--- src/rtl/core/nps_pkg.sv ---
package nps_pkg;

  localparam int CAPACITY   = 1024;
  localparam int CNT_W      = $clog2(CAPACITY + 1);
  localparam int IDX_W      = $clog2(CAPACITY);
  localparam int COORD_W    = 16;
  localparam int SQ_W       = 27;
  localparam int ROOT_W     = 22;
  localparam int SRC_W      = 2 * ROOT_W;
  localparam int REM_W      = ROOT_W + 3;
  localparam int IN_DATA_W  = 32;
  localparam int IN_USER_W  = 2;
  localparam int OUT_DATA_W = 72;
  localparam int OUT_USER_W = 3;

  localparam logic [SQ_W-1:0]   LIMIT_SQ   = 27'd100000000;
  localparam logic [ROOT_W-1:0] LIMIT_ROOT = 22'd2560000;

  typedef enum logic [1:0] {
    OP_ADD    = 2'd0,
    OP_REMOVE = 2'd1,
    OP_QUERY  = 2'd2
  } opcode_t;

  localparam logic [1:0] ST_OK    = 2'd0;
  localparam logic [1:0] ST_FULL  = 2'd1;
  localparam logic [1:0] ST_EMPTY = 2'd2;

  // one stage of the digit-by-digit square root
  typedef struct packed {
    logic              valid;
    logic [SRC_W-1:0]  src;
    logic [REM_W-1:0]  rem;
    logic [ROOT_W-1:0] root;
  } root_stage_t;

  // running best match of a scan, position is 1-based
  typedef struct packed {
    logic             found;
    logic [CNT_W-1:0] pos;
    logic [SQ_W-1:0]  sq;
  } near_t;

endpackage

--- src/rtl/core/nps_root_cell.sv ---
module nps_root_cell
  import nps_pkg::*;
(
  input  logic        clk,
  input  logic        rst_n,
  input  root_stage_t stg_in,
  output root_stage_t stg_out
);

  logic [REM_W-1:0] rem_sh;
  logic [REM_W-1:0] trial;
  logic             take;
  root_stage_t      stg_nxt;
  root_stage_t      stg_r;

  // remainder stays below 2*root+1, so its top two bits are always zero here
  assign rem_sh = {stg_in.rem[REM_W-3:0], stg_in.src[SRC_W-1 -: 2]};
  assign trial  = REM_W'({stg_in.root, 2'b01});
  assign take   = (rem_sh >= trial);

  always_comb begin
    stg_nxt.valid = stg_in.valid;
    stg_nxt.src   = {stg_in.src[SRC_W-3:0], 2'b00};
    stg_nxt.rem   = take ? (rem_sh - trial) : rem_sh;
    stg_nxt.root  = {stg_in.root[ROOT_W-2:0], take};
  end

  always_ff @(posedge clk) begin
    stg_r.src  <= stg_nxt.src;
    stg_r.rem  <= stg_nxt.rem;
    stg_r.root <= stg_nxt.root;
    if (!rst_n) begin
      stg_r.valid <= 1'b0;
    end else begin
      stg_r.valid <= stg_nxt.valid;
    end
  end

  assign stg_out = stg_r;

endmodule

--- src/rtl/core/nps_root_chain.sv ---
module nps_root_chain
  import nps_pkg::*;
(
  input  logic        clk,
  input  logic        rst_n,
  input  root_stage_t stg_in,
  output root_stage_t stg_out
);

  root_stage_t stg [0:ROOT_W];

  assign stg[0] = stg_in;

  // one result bit per cell, the value walks down the row one cell per cycle
  for (genvar i = 0; i < ROOT_W; i++) begin : g_cell
    nps_root_cell u_cell (
      .clk     (clk),
      .rst_n   (rst_n),
      .stg_in  (stg[i]),
      .stg_out (stg[i+1])
    );
  end

  assign stg_out = stg[ROOT_W];

endmodule

--- config.mk ---
export PLATFORM = sky130hd
export DESIGN_NAME = nps_root_chain
export DESIGN_NICKNAME = d
export VERILOG_FILES = /design/src/rtl/core/nps_pkg.sv /design/src/rtl/core/nps_root_cell.sv /design/src/rtl/core/nps_root_chain.sv
export SDC_FILE = /design/constraint.sdc
export NUM_CORES = 2
export LEC_CHECK = 0
export ABC_AREA = 1
export BUFFER_PORTS_ARGS = -buffer_cell sky130_fd_sc_hd__buf_4
export CORE_ASPECT_RATIO = 1.25
export CORE_MARGIN = 3
export CORE_UTILIZATION = 55
export DETAILED_ROUTE_END_ITERATION = 10
export PLACE_DENSITY = 0.82
export SLEW_MARGIN = 25
export SYNTH_ARGS = -nofsm -noshare
export SYNTH_HDL_FRONTEND = slang
export SYNTH_SLANG_ARGS = --single-unit
--- constraint.sdc ---
create_clock -name clk -period 4.2 [get_ports clk]
set_input_delay 0.63 -clock clk [delete_from_list [all_inputs] [get_ports clk]]
set_output_delay 0.63 -clock clk [all_outputs]
set_load 0.03 [all_outputs]
==> metrics.cfg <==
[grt]
antenna_found_initial = 1
grt_pass1_vias = 67800
grt_usage_pct = 30.9
grt_pass1_wl_mm = 357
grt_max_degree = 28
grt_overflow_total = 0

[worst_setup_path]
worst_setup_path_end_kind = flip-flop
crit_fanout = 24
required_ps = 4960
crit_top_cell = nand2_1
path_buf_inv = 2
r2r-end = g_cell[10].u_cell.stg_out[34]$_DFF_P_
endpoint = g_cell[10].u_cell.stg_out[34]$_DFF_P_
r2r_cells = 10
cp_slowest_cell = nand3_2
worstSetupPathDepth = 10
startpoint = g_cell[9].u_cell.stg_out[15]$_DFF_P_
arrival_ps = 3860
critPathLaunchType = flip-flop
crit_family = simple AND/OR/NAND/NOR gates
ff2ff_setup_slack_ps = 1090
slowest_delay_ps = 670
r2r_start = g_cell[9].u_cell.stg_out[15]$_DFF_P_
cp_cell_sequence = inv_1 -> ha_1 -> nand2_1 -> nor2_1 -> inv_1 -> nor4_1 -> nand2_1 -> nand3_2 -> nand2_1 -> nand2_1
crit_type = flip-flop to flip-flop

[sta]
grt_setup_unrepaired = no
final.setup.tns_ps = 0
timing.hold.ws_ps = 105
final_max_slew_viol_count = 0
finalWorstSetupSlack_ps = 1090
max-slew-margin-rel_pct = 35.6
final.period_utilization_pct = 74.0
fmax_ghz = 0.322
clock-skew-final_ps = 50.5
hold_viol = 0
tightest_slew_ps = 963
setup_violations = 0
period_needed_ps = 3110

[synth]
yosysUniqueCellTypes = 36
synth.area.top_cells = dfxtp_1 38%, nand2_1 22%, inv_1 11%, ha_1 8.5%, nand4_1 4.6%
ys_ff_latch = 1476
yosysTopAreaCell = dfxtp_1
syn_avg_cell_area_um2 = 6.67
syn_area_um2 = 78100
seq_area_frac_synth_pct = 37.8
yosysWarnings = 0
synth_top_cell_area_share_pct = 37.8
syn_inst = 11700

[cts]
cts_setup_buffers = 0
cts_sinks = 1476
clockBufferDepth = 3
htree_levels = 4
ctsRootBufferMaster = clkbuf_16
tritoncts = done
cts_resized = 0
clk_pin_slew_ps = 60
insertion_delay_ps = 820
cts_buffers = 144
cts_hold_buf = 64

[placed_design]
portBuffers = 139
dp_slack_ps = 1210
gp_congestion = 1.00
place_hpwl_mm = 183
place_inst = 13500

[layout]
largest_reg_flops = 1476
final_cell_mix = 4570 x nand2_1, 2359 x inv_1, 1476 x dfxtp_1, 595 x nor2_1, 588 x nand3_1
drive_above_1_share_pct = 5.08
fin_nets = 12500
antenna_cells = 0
area_growth_pct = 10.5
final_common_cell = nand2_1
stdcell_count = 13900

[route]
drt-initial-drc-count = 5159
ant_nets = 0
first_pass_iters = 9
vias_per_cell = 5.16
drc = 0
num_vias = 71600
wirelength_mm = 232
avgRoutedWirePerCell_um = 16.7

[power_and_ir_drop]
share_comb_of_total_power_pct = 55.3
p_sw_share_pct = 49.2
seqPwrFrac_pct = 27.2
powerDensity_nw_per_um2 = 934
p_leak_nw = 50.2
clockPowerShare_pct = 17.5
total_power_mw = 80.6
max-vdd-ir-drop_mv = 0.559
intPower_mw = 40.9
p_sw_mw = 39.6

[die]
start_util_pct = 55.7
die_x_um = 343
dieArea_um2 = 147000
die_height_um = 427
coreArea_um2 = 140000
rows = 153
pin_count = 186

[worst_hold_path]
hold_path_class = input pin to flip-flop
min_path_cells = 3

[run_status]
outcome = finished, final reports clean

[run]
cap_violations = 0

[layer usage]
| layer | GRT usage (%) | up-vias | wire [um] |
|---|---|---|---|
| met5 | 0 | - | 0 |
| met4 | 21.7 | 0 | 18200 |
| met3 | 3.62 | 874 | 11600 |
| met2 | 55.3 | 2609 | 114000 |
| met1 | 33.8 | 32100 | 88100 |
| li1 | - | 36000 | - |
[synth_stat cells, drive strengths merged]
master and number:
nand2 4572, dfxtp 1476, inv 2394, a31oi 6
a21oi 257, nor2 626, o21a 7, conb 1
xnor2 22, o21ai 30, nand3 654, nor4 8
nor3 81, buf 216, xor2 198, ha 528
and2 15, nand4 575, nand3b 22, clkbuf 23
[through the flow]
stage,util [%],instance area (um^2)
after floorplan,-,78200
after global placement,57.3,80300
after detailed placement,57.3,80300
after CTS,61.6,86300
after global routing,61.6,86300
final,61.6,86300
[power by group through the flow]
stage                     registers (mW)  clock network (mW)  logic [mW]
final                               21.9                14.1        44.6
after global routing                22.1                14.9        50.2
after CTS                           21.9                14.3        43.9
after detailed placement            22.1                   0        43.4
after global placement              22.1                   0        42.9
after floorplan                     20.5                   0        33.0
[logic make-up after synthesis]
logic type                 Yosys count  synth area share, %
and+or+nand+nor                   6553                 35.6
buffers and inverters             2633                 13.5
DFF                               1476                 37.8
adders and majority gates          528                 8.46
AOI/OAI and AO/OA                  300                 2.16
xor gates and xnor gates           220                 2.47
other                                1              0.00480
[how the worst min path moves through the flow]
stage / startpoint / to / slack, ps
2_1_floorplan: g_cell[9].u_cell.stg_out[67]$_DFF_P_ / g_cell[10].u_cell.stg_out[69]$_DFF_P_ / 310
3_3_place_gp: g_cell[6].u_cell.stg_out[66]$_DFF_P_ / g_cell[7].u_cell.stg_out[68]$_DFF_P_ / 310
3_5_place_dp: g_cell[12].u_cell.stg_out[76]$_DFF_P_ / g_cell[13].u_cell.stg_out[78]$_DFF_P_ / 310
4_1_cts: stg_in[41] / g_cell[0].u_cell.stg_out[43]$_DFF_P_ / 50
5_1_grt: stg_in[26] / g_cell[0].u_cell.stg_out[28]$_DFF_P_ / 90
6_report: stg_in[41] / g_cell[0].u_cell.stg_out[43]$_DFF_P_ / 110
[worst register-to-register path, delay by kind of cell (launching register included)]
kind	cells	cell delay, ps
adder cells (fa/ha/maj)	1	380
AND/OR/NAND/NOR	7	2070
buffers and inverters	2	160
flip-flops	1	440
[layout make-up]
type / count / area, um^2
clock buffers: 181 / 4010
clock inverters: 87 / 1290
fillers: 13100 / 53900
inverters: 2394 / 8990
multi-input cells: 7645 / 38200
flip-flops and latches: 1476 / 29500
well taps: 1860 / 2330
repair buffers: 238 / 1950
Power figures use the tool's default switching activity.
