--- src/rtl/core/nps_pkg.sv ---
package nps_pkg;

  localparam int CAPACITY   = 1024;
  localparam int CNT_W      = $clog2(CAPACITY + 1);
  localparam int IDX_W      = $clog2(CAPACITY);
  localparam int COORD_W    = 16;
  localparam int SQ_W       = 27;
  localparam int ROOT_W     = 22;
  localparam int SRC_W      = 2 * ROOT_W;
  localparam int REM_W      = ROOT_W + 3;
  localparam int IN_DATA_W  = 32;
  localparam int IN_USER_W  = 2;
  localparam int OUT_DATA_W = 72;
  localparam int OUT_USER_W = 3;

  localparam logic [SQ_W-1:0]   LIMIT_SQ   = 27'd100000000;
  localparam logic [ROOT_W-1:0] LIMIT_ROOT = 22'd2560000;

  typedef enum logic [1:0] {
    OP_ADD    = 2'd0,
    OP_REMOVE = 2'd1,
    OP_QUERY  = 2'd2
  } opcode_t;

  localparam logic [1:0] ST_OK    = 2'd0;
  localparam logic [1:0] ST_FULL  = 2'd1;
  localparam logic [1:0] ST_EMPTY = 2'd2;

  // one stage of the digit-by-digit square root
  typedef struct packed {
    logic              valid;
    logic [SRC_W-1:0]  src;
    logic [REM_W-1:0]  rem;
    logic [ROOT_W-1:0] root;
  } root_stage_t;

  // running best match of a scan, position is 1-based
  typedef struct packed {
    logic             found;
    logic [CNT_W-1:0] pos;
    logic [SQ_W-1:0]  sq;
  } near_t;

endpackage

--- src/rtl/core/nps_dist_unit.sv ---
module nps_dist_unit
  import nps_pkg::*;
(
  input  logic                      clk,
  input  logic                      rst_n,
  input  logic                      clr,
  input  logic                      pt_vld,
  input  logic [IDX_W-1:0]          pt_idx,
  input  logic signed [COORD_W-1:0] pt_x,
  input  logic signed [COORD_W-1:0] pt_y,
  input  logic signed [COORD_W-1:0] q_x,
  input  logic signed [COORD_W-1:0] q_y,
  output near_t                     near,
  output logic                      busy
);

  logic signed [COORD_W:0] dx;
  logic signed [COORD_W:0] dy;
  logic [COORD_W-1:0]      ax;
  logic [COORD_W-1:0]      ay;

  logic                    a_vld_r;
  logic [IDX_W-1:0]        a_idx_r;
  logic [COORD_W-1:0]      a_ax_r;
  logic [COORD_W-1:0]      a_ay_r;

  logic                    b_vld_r;
  logic [IDX_W-1:0]        b_idx_r;
  logic [2*COORD_W-1:0]    b_sx_r;
  logic [2*COORD_W-1:0]    b_sy_r;

  logic                    c_vld_r;
  logic [IDX_W-1:0]        c_idx_r;
  logic [2*COORD_W:0]      c_sum_r;

  logic                    found_r;
  logic [CNT_W-1:0]        pos_r;
  logic [SQ_W-1:0]         best_r;

  assign dx = {q_x[COORD_W-1], q_x} - {pt_x[COORD_W-1], pt_x};
  assign dy = {q_y[COORD_W-1], q_y} - {pt_y[COORD_W-1], pt_y};
  assign ax = dx[COORD_W] ? COORD_W'(-dx) : dx[COORD_W-1:0];
  assign ay = dy[COORD_W] ? COORD_W'(-dy) : dy[COORD_W-1:0];

  always_ff @(posedge clk) begin
    a_idx_r <= pt_idx;
    a_ax_r  <= ax;
    a_ay_r  <= ay;
    b_idx_r <= a_idx_r;
    b_sx_r  <= a_ax_r * a_ax_r;
    b_sy_r  <= a_ay_r * a_ay_r;
    c_idx_r <= b_idx_r;
    c_sum_r <= {1'b0, b_sx_r} + {1'b0, b_sy_r};
    if (!rst_n) begin
      a_vld_r <= 1'b0;
      b_vld_r <= 1'b0;
      c_vld_r <= 1'b0;
    end else begin
      a_vld_r <= pt_vld;
      b_vld_r <= a_vld_r;
      c_vld_r <= b_vld_r;
    end
  end

  // strict compare keeps the earliest point on a tie
  always_ff @(posedge clk) begin
    if (!rst_n) begin
      found_r <= 1'b0;
      pos_r   <= CNT_W'(1);
      best_r  <= LIMIT_SQ;
    end else if (clr) begin
      found_r <= 1'b0;
      pos_r   <= CNT_W'(1);
      best_r  <= LIMIT_SQ;
    end else if (c_vld_r && (c_sum_r < (2*COORD_W+1)'(best_r))) begin
      found_r <= 1'b1;
      pos_r   <= CNT_W'(c_idx_r) + CNT_W'(1);
      best_r  <= c_sum_r[SQ_W-1:0];
    end
  end

  assign near.found = found_r;
  assign near.pos   = pos_r;
  assign near.sq    = best_r;
  assign busy       = a_vld_r | b_vld_r | c_vld_r;

endmodule

--- config.mk ---
export PLATFORM = sky130hd
export DESIGN_NAME = nps_dist_unit
export DESIGN_NICKNAME = d
export VERILOG_FILES = /design/src/rtl/core/nps_pkg.sv /design/src/rtl/core/nps_dist_unit.sv
export SDC_FILE = /design/constraint.sdc
export NUM_CORES = 1
export LEC_CHECK = 0
export ABC_AREA = 1
export ABC_CLOCK_PERIOD_IN_PS = 7250
export CAP_MARGIN = 15
export CORE_UTILIZATION = 45
export CTS_BUF_LIST = sky130_fd_sc_hd__clkbuf_4 sky130_fd_sc_hd__clkbuf_8
export CTS_CLUSTER_SIZE = 16
export DETAILED_ROUTE_END_ITERATION = 10
export DONT_BUFFER_PORTS = 1
export GPL_TIMING_DRIVEN = 0
export PLACE_DENSITY_LB_ADDON = 0.12
export SETUP_SLACK_MARGIN = 0.1
export SLEW_MARGIN = 20
export SYNTH_ARGS = -nofsm -noshare
export SYNTH_HDL_FRONTEND = slang
export SYNTH_SLANG_ARGS = --single-unit
--- constraint.sdc ---
create_clock -name clk -period 7.25 [get_ports clk]
set_clock_uncertainty 0.15 [all_clocks]
set_input_delay 0.3625 -clock clk [delete_from_list [all_inputs] [get_ports clk]]
set_output_delay 0.3625 -clock clk [all_outputs]
set_load 0.005 [all_outputs]
==> results.cfg <==
[die]
ios = 118
rows = 86
start_util = 0.456
core_area_um2 = 55100
dieArea_um2 = 56800
die_h_um = 238
die_width_um = 238

[timing]
min_period_over_period = 0.950
timing.fmax_mhz = 145
rsz0062_at_grt = false
hold_ws_ps = 53.8
worstMarginPinSlew_ps = 858
finalHoldViolCount = 0
setup_tns_ps = 0
report.final.slew_viol_count = 0
setup_violations = 0
period_needed_ps = 6890
relSlewSlack = 0.428

[drt]
vias = 20000
wl_mm = 61.5
vias_per_cell = 4.88
first_iter_violations = 994
wl_per_cell_um = 15.0
drc = 0
drtAntennaViolNets = 0
drt_pass1_iterations = 5

[cts]
post_cts_buffers = 0
cts_root_buffer = clkbuf_8
insertion_delay_ps = 550
cts_htree_levels = 4
cts.sinks = 199
cts_tree = yes
clockBufferDepth = 2
clk_pin_slew_ps = 120
cts-buffers-inserted = 17

[global_routing]
grt_max_degree = 22
grt_pass1_vias = 20700
grt.met1_usage = 0.291
antenna_found_initial = 0
grt_pass1_wl_mm = 102
grt_busiest_layer = met2
use_met3 = 0.0340
overflow = 0
grt_use_met2 = 0.401
track_usage = 0.227

[yosys]
syn_avg_cell_area_um2 = 7.63
synth_xor_area_frac = 0.0461
synthAdderAreaFrac = 0.408
synth_edf_count = 0
synth_common_cells = inv_1 (815), nand2_1 (750), fa_1 (328)
synth-seq-cells = 199
synth_most_common_cell = inv_1
syn_area_um2 = 25100
synth_ff_type = dfxtp_1
ys_types = 42
yosys.area.top_type = fa_1
synth_compound_area_frac = 0.0594
synth_mux_area_frac = 0.000448
yosysTopAreaCellShare = 0.261
async_flop_share = 0
yosys.area_share.simple = 0.192
syn-num-nets = 3994
synth_top_family_by_area = adder cells
ys_top_cells_by_area = fa_1 (26%), dfxtp_1 (16%), ha_1 (15%)
ys_seq_area_frac = 0.159
synth_warnings = 0
synthCells = 3294

[finish]
post-route-util = 0.484
synthToLayoutAreaGrowth_pct = 6.17
drive_above_1_share = 0.0263
num-fill-cells = 5595
final_nets = 4030
diodes = 0

[critical_path]
cp_data_required_time_ps = 7540
critical_path_class = register to register
arrival_ps = 7170
critPathLaunch = a_ax_r[7]
crit_path_start_kind = register
setup.worst_path.end_class = register
crit_fanout = 10
worstReg2RegStart = a_ax_r[7]

[min_path]
min_path_type = primary input to register
min-delay-start = q_y[1]

[place]
io_buffers = 0
place_congestion = 0.882
hpwl_mm = 53.3

[outcome]
status = complete, no violations

[flow_run]
maxCapViolCount = 0
[state kept, by name, indices dropped and copies added (netlist names), 10 cells and up]
register	count
c_idx_r	10
c_sum_r	33
b_sy_r	31
b_sx_r	31
best_r	27
b_idx_r	10
a_ax_r	16
pos_r	11
a_ay_r	16
a_idx_r	10
[worst max-delay path, stage by stage (launching register included)]
cell and delay [ps]:
dfxtp_1 330, clkbuf_1 520, clkbuf_1 650, nand2_1 180, fa_1 610, inv_1 60, fa_1 480, fa_1 530
fa_1 530, fa_1 540, inv_1 50, fa_1 520, inv_1 40, ha_1 350, nand2_1 130, nor3_1 480
nand4_1 170, nand3_1 190, a21oi_1 100, xnor2_1 140
[placed cells by master (no fill, tap or decap), types with 33 or more instances in the layout]
cell type,instances
inv_1,815
nand2_1,750
fa_1,328
ha_1,294
nor2_1,199
dfxtp_1,199
a21oi_1,155
nand3_1,108
xor2_1,87
o21ai_0,65
clkbuf_1,63
xnor2_1,42
nand4_1,33
[per-layer routing]
layer / wire, um / part of all wire / vias to the layer above
met5: 0 / 0 / -
met4: 1140 / 0.019 / 0
met3: 2690 / 0.044 / 74
met2: 30000 / 0.49 / 419
met1: 27600 / 0.45 / 9527
li1: - / - / 9953
[area by class of cell]
class | instances | area (um2) | area share
plain buffers | 76 | 329 | 0.0123
repair buffers | 17 | 170 | 0.00638
well taps | 748 | 936 | 0.0351
flip-flops and latches | 199 | 3980 | 0.149
clock inverters | 14 | 203 | 0.00760
clock buffers | 18 | 241 | 0.00905
inverters | 819 | 3070 | 0.115
multi-input cells | 2200 | 17700 | 0.665
[kinds of logic (layout without fill, tap and decap cells)]
group	after synthesis	after routing
and+or+nand+nor	1172	1172
buffers and inverters	895	944
adders and majority gates	622	622
AOI/OAI and AO/OA	275	275
DFF	199	199
xor gates and xnor gates	130	130
muxes	1	1
[final timing paths]
path | end | slack [ps] | depth (start not counted)
max | b_sx_r[24] | 360 | 19
min | a_ay_r[1] | 50 | 3
min reg2reg | c_idx_r[4] | 180 | 0
max reg2reg | b_sx_r[24] | 360 | 19
[repair_timing]
item,CTS,global route
gates resized for setup,0,2
endpoints found under the setup margin,0,3
hold buffers,17,0
hold endpoints to repair,16,0
[through the flow]
step | setup slack (ps) | instances | cell area [um2]
finish | 364 | 4091 | 26700
global route | 120 | 4091 | 26700
CTS | 289 | 4091 | 26700
detailed placement | 333 | 4042 | 26100
global placement | 361 | 4042 | 26100
floorplan | 1560 | 3294 | 25100
Power is not shown: default switching activity piles up to over one toggle a cycle in this logic, so the estimate is an artifact.
